<file path="config.mk">
export PLATFORM = sky130hd
export DESIGN_NAME = masked_five_tuple_filter_table_unit
export DESIGN_NICKNAME = d
export VERILOG_FILES = /design/src/rtl/core/mftf_pkg.sv /design/src/rtl/core/mftf_front.sv /design/src/rtl/core/mftf_back.sv /design/src/rtl/core/masked_five_tuple_filter_table_unit.sv
export SDC_FILE = /design/constraint.sdc
export NUM_CORES = 2
export LEC_CHECK = 0
export ABC_AREA = 1
export BUFFER_PORTS_ARGS = -buffer_cell sky130_fd_sc_hd__clkbuf_2
export CORE_MARGIN = 4
export CORE_UTILIZATION = 46
export CTS_BUF_LIST = sky130_fd_sc_hd__clkbuf_4 sky130_fd_sc_hd__clkbuf_8 sky130_fd_sc_hd__clkbuf_16
export CTS_CLUSTER_DIAMETER = 40
export CTS_CLUSTER_SIZE = 10
export DETAILED_ROUTE_END_ITERATION = 12
export PLACE_DENSITY = 0.6
export SETUP_SLACK_MARGIN = 0.02
export SLEW_MARGIN = 20
export SYNTH_ARGS = -nofsm -noshare
export SYNTH_HDL_FRONTEND = slang
export SYNTH_HIERARCHICAL = 1
export SYNTH_SLANG_ARGS = --single-unit
</file>
<file path="constraint.sdc">
create_clock -name clk -period 15 [get_ports clk]
set_clock_uncertainty 0.05 [all_clocks]
set_input_delay 2.25 -clock clk [delete_from_list [all_inputs] [get_ports clk]]
set_output_delay 2.25 -clock clk [all_outputs]
set_load 0.02 [all_outputs]
</file>
<file path="src/rtl/core/mftf_pkg.sv">
// Package for the masked five-tuple filter table: sizes, codes and the queued command.
// No dependencies.
package mftf_pkg;
	localparam int MAX_ENTRIES = 8;
	localparam int IDX_W = 3;
	localparam int LINK_W = 4;
	localparam logic [LINK_W-1:0] NIL = LINK_W'(MAX_ENTRIES);
	localparam int CNT_W = 4;
	localparam int QDEPTH = 2;

	localparam logic [1:0] MODE_ADD = 2'd0;
	localparam logic [1:0] MODE_MASK = 2'd1;
	localparam logic [1:0] MODE_REMOVE = 2'd2;
	localparam logic [1:0] MODE_CHECK = 2'd3;

	localparam logic [2:0] ST_OK = 3'd0;
	localparam logic [2:0] ST_FULL = 3'd1;
	localparam logic [2:0] ST_ZERO_SOCK = 3'd2;
	localparam logic [2:0] ST_NO_MATCH = 3'd3;
	localparam logic [2:0] ST_UNUSED = 3'd4;

	typedef struct packed {
		logic [1:0] mode;
		logic [2:0] entry;
		logic [31:0] src_ip;
		logic [15:0] sport;
		logic [31:0] dst_ip;
		logic [15:0] dport;
		logic [7:0] protocol;
		logic [15:0] socket_id;
		logic [31:0] sip_mask;
		logic [15:0] sport_mask;
		logic [31:0] dip_mask;
		logic [15:0] dport_mask;
	} cmd_t;

	typedef struct packed {
		logic [2:0] status;
		logic [2:0] entry_index;
		logic [15:0] matched_socket;
		logic [3:0] used_count;
	} res_t;
endpackage

</file>
<file path="src/rtl/core/mftf_front.sv">
// Front end: accepts commands and holds them in a short queue.
// Depends on mftf_pkg.
module mftf_front (
	input logic clk,
	input logic arst_n,
	input logic in_valid,
	output logic in_stall,
	input mftf_pkg::cmd_t in_cmd,
	output logic q_valid,
	input logic q_pop,
	output mftf_pkg::cmd_t q_cmd
);
	mftf_pkg::cmd_t mem_q [mftf_pkg::QDEPTH];
	logic rd_q, wr_q;
	logic [1:0] cnt_q;
	logic push;

	assign in_stall = (cnt_q == 2'(mftf_pkg::QDEPTH));
	assign push = in_valid && !in_stall;
	assign q_valid = (cnt_q != 2'd0);
	assign q_cmd = mem_q[rd_q];

	// queue storage
	always_ff @(posedge clk) begin
		if (push) mem_q[wr_q] <= in_cmd;
	end

	// pointers and fill count
	always_ff @(posedge clk or negedge arst_n) begin
		if (!arst_n) begin
			rd_q <= 1'b0;
			wr_q <= 1'b0;
			cnt_q <= 2'd0;
		end else begin
			if (push) wr_q <= ~wr_q;
			if (q_pop) rd_q <= ~rd_q;
			cnt_q <= cnt_q + 2'(push) - 2'(q_pop);
		end
	end
endmodule

</file>
<file path="src/rtl/core/mftf_back.sv">
// Back end: filter table, free and priority lists, sequential check walk.
// Depends on mftf_pkg.
module mftf_back (
	input logic clk,
	input logic arst_n,
	input logic q_valid,
	output logic q_pop,
	input mftf_pkg::cmd_t q_cmd,
	output logic out_valid,
	input logic out_stall,
	output mftf_pkg::res_t out_res
);
	localparam int N = mftf_pkg::MAX_ENTRIES;
	typedef enum logic [1:0] {S_IDLE, S_WALK, S_DONE} state_t;

	logic [31:0] k_sip_q [N];
	logic [31:0] k_dip_q [N];
	logic [15:0] k_sp_q [N];
	logic [15:0] k_dp_q [N];
	logic [31:0] m_sip_q [N];
	logic [31:0] m_dip_q [N];
	logic [15:0] m_sp_q [N];
	logic [15:0] m_dp_q [N];
	logic [7:0] k_pr_q [N];
	logic [15:0] sock_q [N];
	logic [N-1:0] used_q;
	logic [mftf_pkg::LINK_W-1:0] nxt_q [N];
	logic [mftf_pkg::LINK_W-1:0] prv_q [N];
	logic [mftf_pkg::LINK_W-1:0] head_q, free_q, cur_q;
	logic [mftf_pkg::CNT_W-1:0] used_cnt_q;
	logic [mftf_pkg::CNT_W-1:0] steps_q;
	state_t state_q;
	mftf_pkg::cmd_t cmd_q;

	logic [mftf_pkg::IDX_W-1:0] f, e, r, pe, ne;
	logic hit;

	assign f = cur_q[mftf_pkg::IDX_W-1:0];
	assign e = q_cmd.entry;
	assign r = free_q[mftf_pkg::IDX_W-1:0];
	assign pe = prv_q[e][mftf_pkg::IDX_W-1:0];
	assign ne = nxt_q[e][mftf_pkg::IDX_W-1:0];
	assign q_pop = (state_q == S_IDLE) && q_valid;

	// masked compare of the current walk entry
	assign hit = (k_pr_q[f] == cmd_q.protocol)
		&& ((k_sip_q[f] & m_sip_q[f]) == (cmd_q.src_ip & m_sip_q[f]))
		&& ((k_sp_q[f] & m_sp_q[f]) == (cmd_q.sport & m_sp_q[f]))
		&& ((k_dip_q[f] & m_dip_q[f]) == (cmd_q.dst_ip & m_dip_q[f]))
		&& ((k_dp_q[f] & m_dp_q[f]) == (cmd_q.dport & m_dp_q[f]))
		&& (sock_q[f] != 16'd0);

	// key and mask storage
	always_ff @(posedge clk) begin
		if (q_pop && q_cmd.mode == mftf_pkg::MODE_ADD && q_cmd.socket_id != 16'd0
				&& free_q != mftf_pkg::NIL) begin
			k_sip_q[r] <= q_cmd.src_ip;
			k_dip_q[r] <= q_cmd.dst_ip;
			k_sp_q[r] <= q_cmd.sport;
			k_dp_q[r] <= q_cmd.dport;
			k_pr_q[r] <= q_cmd.protocol;
			sock_q[r] <= q_cmd.socket_id;
			m_sip_q[r] <= 32'hffffffff;
			m_dip_q[r] <= 32'hffffffff;
			m_sp_q[r] <= 16'hffff;
			m_dp_q[r] <= 16'hffff;
		end
		if (q_pop && q_cmd.mode == mftf_pkg::MODE_MASK && used_q[e]) begin
			m_sip_q[e] <= q_cmd.sip_mask;
			m_sp_q[e] <= q_cmd.sport_mask;
			m_dip_q[e] <= q_cmd.dip_mask;
			m_dp_q[e] <= q_cmd.dport_mask;
		end
	end

	// control: lists, walk, result register
	always_ff @(posedge clk or negedge arst_n) begin
		if (!arst_n) begin
			state_q <= S_IDLE;
			used_q <= '0;
			for (int i = 0; i < N; i++) begin
				nxt_q[i] <= mftf_pkg::LINK_W'(i + 1);
				prv_q[i] <= mftf_pkg::NIL;
			end
			head_q <= mftf_pkg::NIL;
			free_q <= '0;
			used_cnt_q <= '0;
			cur_q <= mftf_pkg::NIL;
			steps_q <= '0;
			out_valid <= 1'b0;
			out_res <= '0;
			cmd_q <= '0;
		end else begin
			case (state_q)
				S_IDLE: begin
					if (q_pop) begin
						out_res <= '0;
						out_res.used_count <= used_cnt_q;
						state_q <= S_DONE;
						case (q_cmd.mode)
							mftf_pkg::MODE_ADD: begin
								if (q_cmd.socket_id == 16'd0) begin
									out_res.status <= mftf_pkg::ST_ZERO_SOCK;
								end else if (free_q == mftf_pkg::NIL) begin
									out_res.status <= mftf_pkg::ST_FULL;
								end else begin
									free_q <= nxt_q[r];
									if (nxt_q[r] != mftf_pkg::NIL)
										prv_q[nxt_q[r][mftf_pkg::IDX_W-1:0]] <= mftf_pkg::NIL;
									used_q[r] <= 1'b1;
									prv_q[r] <= mftf_pkg::NIL;
									nxt_q[r] <= head_q;
									if (head_q != mftf_pkg::NIL)
										prv_q[head_q[mftf_pkg::IDX_W-1:0]] <= free_q;
									head_q <= free_q;
									used_cnt_q <= used_cnt_q + mftf_pkg::CNT_W'(1);
									out_res.used_count <= used_cnt_q + mftf_pkg::CNT_W'(1);
									out_res.entry_index <= r;
								end
							end
							mftf_pkg::MODE_MASK: begin
								if (!used_q[e]) out_res.status <= mftf_pkg::ST_UNUSED;
							end
							mftf_pkg::MODE_REMOVE: begin
								if (!used_q[e]) begin
									out_res.status <= mftf_pkg::ST_UNUSED;
								end else begin
									if (head_q == {1'b0, e}) begin
										head_q <= nxt_q[e];
										if (nxt_q[e] != mftf_pkg::NIL)
											prv_q[ne] <= mftf_pkg::NIL;
									end else begin
										if (prv_q[e] != mftf_pkg::NIL) nxt_q[pe] <= nxt_q[e];
										if (nxt_q[e] != mftf_pkg::NIL) prv_q[ne] <= prv_q[e];
									end
									nxt_q[e] <= free_q;
									prv_q[e] <= mftf_pkg::NIL;
									if (free_q != mftf_pkg::NIL) prv_q[r] <= {1'b0, e};
									free_q <= {1'b0, e};
									used_q[e] <= 1'b0;
									if (used_cnt_q != '0) begin
										used_cnt_q <= used_cnt_q - mftf_pkg::CNT_W'(1);
										out_res.used_count <= used_cnt_q - mftf_pkg::CNT_W'(1);
									end
								end
							end
							default: begin
								cmd_q <= q_cmd;
								cur_q <= head_q;
								steps_q <= '0;
								state_q <= S_WALK;
							end
						endcase
					end
				end
				S_WALK: begin
					if (cur_q == mftf_pkg::NIL
							|| steps_q == mftf_pkg::CNT_W'(mftf_pkg::MAX_ENTRIES)) begin
						out_res.status <= mftf_pkg::ST_NO_MATCH;
						state_q <= S_DONE;
					end else if (hit) begin
						out_res.status <= mftf_pkg::ST_OK;
						out_res.entry_index <= f;
						out_res.matched_socket <= sock_q[f];
						state_q <= S_DONE;
					end else begin
						cur_q <= nxt_q[f];
						steps_q <= steps_q + mftf_pkg::CNT_W'(1);
					end
				end
				S_DONE: begin
					// raise valid, drop it once the result is taken
					out_valid <= !(out_valid && !out_stall);
					if (out_valid && !out_stall) state_q <= S_IDLE;
				end
				default: state_q <= S_IDLE;
			endcase
		end
	end
endmodule

</file>
<file path="src/rtl/core/masked_five_tuple_filter_table_unit.sv">
// Top level of the masked five-tuple filter table.
// Add, set-mask, remove: the result is registered, then flagged valid; check: a walk of
// the priority list first, one entry compared per cycle. One command in the table at a
// time, so a new one starts once the last result is taken; a 2-entry queue
// takes transfers meanwhile. arst_n clears lists, valid bits and counters, not keys/masks.
// Depends on mftf_pkg, mftf_front, mftf_back.
module masked_five_tuple_filter_table_unit (
	input logic clk,
	input logic arst_n,
	input logic in_valid,
	output logic in_stall,
	input logic [1:0] mode,
	input logic [2:0] entry,
	input logic [31:0] src_ip,
	input logic [15:0] sport,
	input logic [31:0] dst_ip,
	input logic [15:0] dport,
	input logic [7:0] protocol,
	input logic [15:0] socket_id,
	input logic [31:0] sip_mask,
	input logic [15:0] sport_mask,
	input logic [31:0] dip_mask,
	input logic [15:0] dport_mask,
	output logic out_valid,
	input logic out_stall,
	output logic [2:0] status,
	output logic [2:0] entry_index,
	output logic [15:0] matched_socket,
	output logic [3:0] used_count
);
	mftf_pkg::cmd_t in_cmd, q_cmd;
	mftf_pkg::res_t res;
	logic q_valid, q_pop;

	assign in_cmd = '{mode: mode, entry: entry, src_ip: src_ip, sport: sport,
		dst_ip: dst_ip, dport: dport, protocol: protocol, socket_id: socket_id,
		sip_mask: sip_mask, sport_mask: sport_mask,
		dip_mask: dip_mask, dport_mask: dport_mask};

	mftf_front u_front (.clk, .arst_n, .in_valid, .in_stall, .in_cmd,
		.q_valid, .q_pop, .q_cmd);
	mftf_back u_back (.clk, .arst_n, .q_valid, .q_pop, .q_cmd,
		.out_valid, .out_stall, .out_res(res));

	assign status = res.status;
	assign entry_index = res.entry_index;
	assign matched_socket = res.matched_socket;
	assign used_count = res.used_count;
endmodule

</file>
==> results.toml <==
[cts]
cts_root_buf = "clkbuf_16"
cts_sinks = 2395
cts_buffers = 376
insertion_delay_ps = 960
cts_tree = "done"
cts_buffer_depth = 4
clkSlewWorstSetupHoldPaths_ps = 50
cts_setup_buffers = 0
htree_levels = 5
ctsResizeCount = 0
holdBufCountCts = 0

[logic_synthesis]
synthCells = 8982
yosysWarnings = 6
ys.flop_type = "edfxtp_1"
synth_edf_count = 2170
syn_area_per_cell_um2 = 11.1
syn-num-nets = 9217
synth_xor_area_frac = 0.000438
ys_types = 47
synthSimpleGateAreaFrac = 0.162
synth-seq-area-share = 0.708
synth_compound_area_frac = 0.0797
synth.area.mux_share = 0.000563
synth_top_family_by_area = "simple AND/OR/NAND/NOR gates"
syn_area_mm2 = 0.100
async_flop_share = 0.0939
synth_fa_ha_area_frac = 0.00125
synth_seq_cells = 2395

[die]
io_pins = 253
core_mm2 = 0.215
die_area_mm2 = 0.225
die_height_um = 474
die_x_um = 474
initial_utilization = 0.464
rows = 170

[worst_setup_path]
crit_family = "simple AND/OR/NAND/NOR gates"
reg2regPathDepth = 18
r2r_end = "u_back/out_res[24]"
cp_slowest_stage_delay_ps = 1010
crit_path_frequent_cell = "nand2_1"
start_kind = "flip-flop"
required_ps = 15750
cp_cell_sequence = "buf_12 > buf_4 > buf_12 > nor2_1 > nor2_1 > o21ai_0 > nand2_1 > nand2_1 > nand3_1 > nand4_1 > nor2_1 > nand3_1 > nand2_1 > nand2_2 > nor2_4 > nand2_1 > nand3_1 > nand2_1"
crit_start = "u_back/cur_q[0]"
r2r_start = "u_back/cur_q[0]"
path_class = "flip-flop to flip-flop"
crit_buf_inv = 3
cpMaxStageDelayCell = "dfrtp_4"
rrSetupSlack_ps = 8700
path_max_fanout = 175
end_kind = "flip-flop"
critPathArrivalTime_ps = 7050

[job]
cap_violations = 0

[hold_path]
min_from = "u_back/out_res[5]"
hold_class = "flip-flop to flip-flop"
worst_hold_path.endpoint = "u_back/out_res[5]"
hold_depth = 2

[drt]
ant_nets = 0
drtIter0Drc = 7750
vias = 68923
wl_per_cell_um = 23.5
wirelength_um = 292000
via_per_inst = 5.55
drc_errors = 0
drt-pass1-iter-count = 8

[power_and_ir_drop]
p_per_area_mw_per_mm2 = 219
finalPower_mw = 25.5
leakagePower_nw = 44.7
max-vdd-ir-drop_mv = 0.140

[timing]
tightestPinTransition_ps = 1260
slew_headroom = 0.160
fmax_mhz = 159
finalCritPeriodShare = 0.420
slew_violations = 0
min_period_ps = 6300
finalSetupViolations = 0
setup-tns-final_ps = 0
rsz0062_at_grt = "false"
hold_viol = 0

[grt]
first_global_vias = 65234
grt.total_usage = 0.256
antenna_found_initial = 33
grt_max_degree = 176
gr-total-overflow = 0
grt_pass1_wl_um = 428000

[final_layout]
drive_above_1_share = 0.129
fin_cells = 12425
final_net_count = 9531
areaGrowthSynthToFinish_pct = 16.3
final_cell_mix = "edfxtp_1, nand2_1, nor2_1"
mostFrequentLayoutCell = "edfxtp_1"
fin_util = 0.540
fillers = 18103

[placed_design]
routabilityCongestion = 0.931
placed_cells = 11756
portBuffers = 252
dp_hpwl_um = 178000

[run_status]
outcome = "finished clean"
-- how the worst max path moves through the flow --
| stage | endpoint | slack (ps) | cells after the start |
|---|---|---|---|
| detailed placement | u_back/m_sip_q[4][16] | 8750 | 12 |
| finish | u_back/out_res[24] | 8700 | 18 |
| floorplan | u_front/mem_q[1][0] | 2650 | 2 |
| global route | u_back/m_sip_q[4][21] | 8330 | 17 |
| global placement | u_back/m_sip_q[4][13] | 8740 | 17 |
| CTS | u_back/m_sip_q[4][21] | 8730 | 12 |
-- cells by family (layout without fill, tap and decap cells) --
group	after synthesis	in the layout
and+or+nand+nor	3995	3995
DFF	2395	2395
AOI/OAI and AO/OA	1452	1452
buffers and inverters	1120	1712
adders and majority gates	10	10
xor gates and xnor gates	5	5
muxes	5	5
other	0	13
-- synth_stat cells, types with 4 or more instances --
cell type / n / area [um2]
dfstp_2: 23 / 604
clkbuf_1: 166 / 623
nand3_1: 573 / 2870
a31oi_1: 7 / 43.8
buf_4: 6 / 45.0
o21ai_0: 801 / 4010
o21ai_2: 82 / 718
buf_2: 158 / 791
buf_6: 46 / 518
inv_1: 685 / 2570
or2_2: 97 / 607
ha_1: 10 / 125
edfxtp_1: 2170 / 65200
nand3b_1: 4 / 30.0
a221oi_1: 5 / 43.8
mux2_2: 5 / 56.3
dfrtp_1: 202 / 5050
o21ai_1: 144 / 721
nor2_1: 1282 / 4810
clkinv_1: 6 / 22.5
nand4_1: 42 / 263
nand2_1: 1943 / 7290
o22ai_1: 146 / 913
buf_1: 46 / 173
o211ai_1: 39 / 293
nor3_1: 47 / 235
a21oi_1: 201 / 1010
a22oi_1: 14 / 105
-- where the power goes --
part,switching [mW],internal [mW]
combinational,5.96,1.78
sequential,0.420,8.72
clock,2.99,5.61
-- worst register-to-register path, delay by kind of cell (launching register included) --
family	cells	cell delay, ps
flops	1	1010
buf+inv	3	2250
compound gates	1	130
simple gates	14	2750
-- state kept, by name (all words and copies together), names as in the netlist, 64 cells and up --
signal / count
u_front/mem_q: 442
u_back/k_sp_q: 128
u_back/m_dp_q: 128
u_back/k_dip_q: 256
u_back/m_sip_q: 256
u_back/k_dp_q: 128
u_back/k_sip_q: 256
u_back/cmd_q: 104
u_back/m_dip_q: 256
u_back/k_pr_q: 64
u_back/m_sp_q: 128
u_back/sock_q: 128
-- per-stage QoR --
| step | cell area [um2] | setup slack, ps | hold slack [ps] |
|---|---|---|---|
| after floorplan | 100000 | 2650 | 392 |
| after global routing | 116000 | 8330 | 446 |
| final | 116000 | 8700 | 419 |
| after detailed placement | 104000 | 8750 | 413 |
| after CTS | 116000 | 8730 | 425 |
| after global placement | 104000 | 8740 | 406 |
-- metal layers --
layer  track usage  up-vias  part of all wire
met3        0.0535      519             0.095
li1              -    31566                 -
met1         0.383    33636              0.44
met2         0.380     3180              0.44
met4        0.0676       22             0.023
met5             0        -           0.00047
-- layout make-up --
type                            count  area, um2  area share
Sequential cell                  2395      70800       0.609
Multi-Input combinational cell   5467      24500       0.211
Clock buffer                      475      10400      0.0893
Tap cell                         2838       3550      0.0305
Inverter                          694       2630      0.0226
Timing Repair Buffer              362       2180      0.0188
Clock inverter                    181       2180      0.0187
Antenna cell                       13       32.5    0.000280
Power figures use the tool's default switching activity.
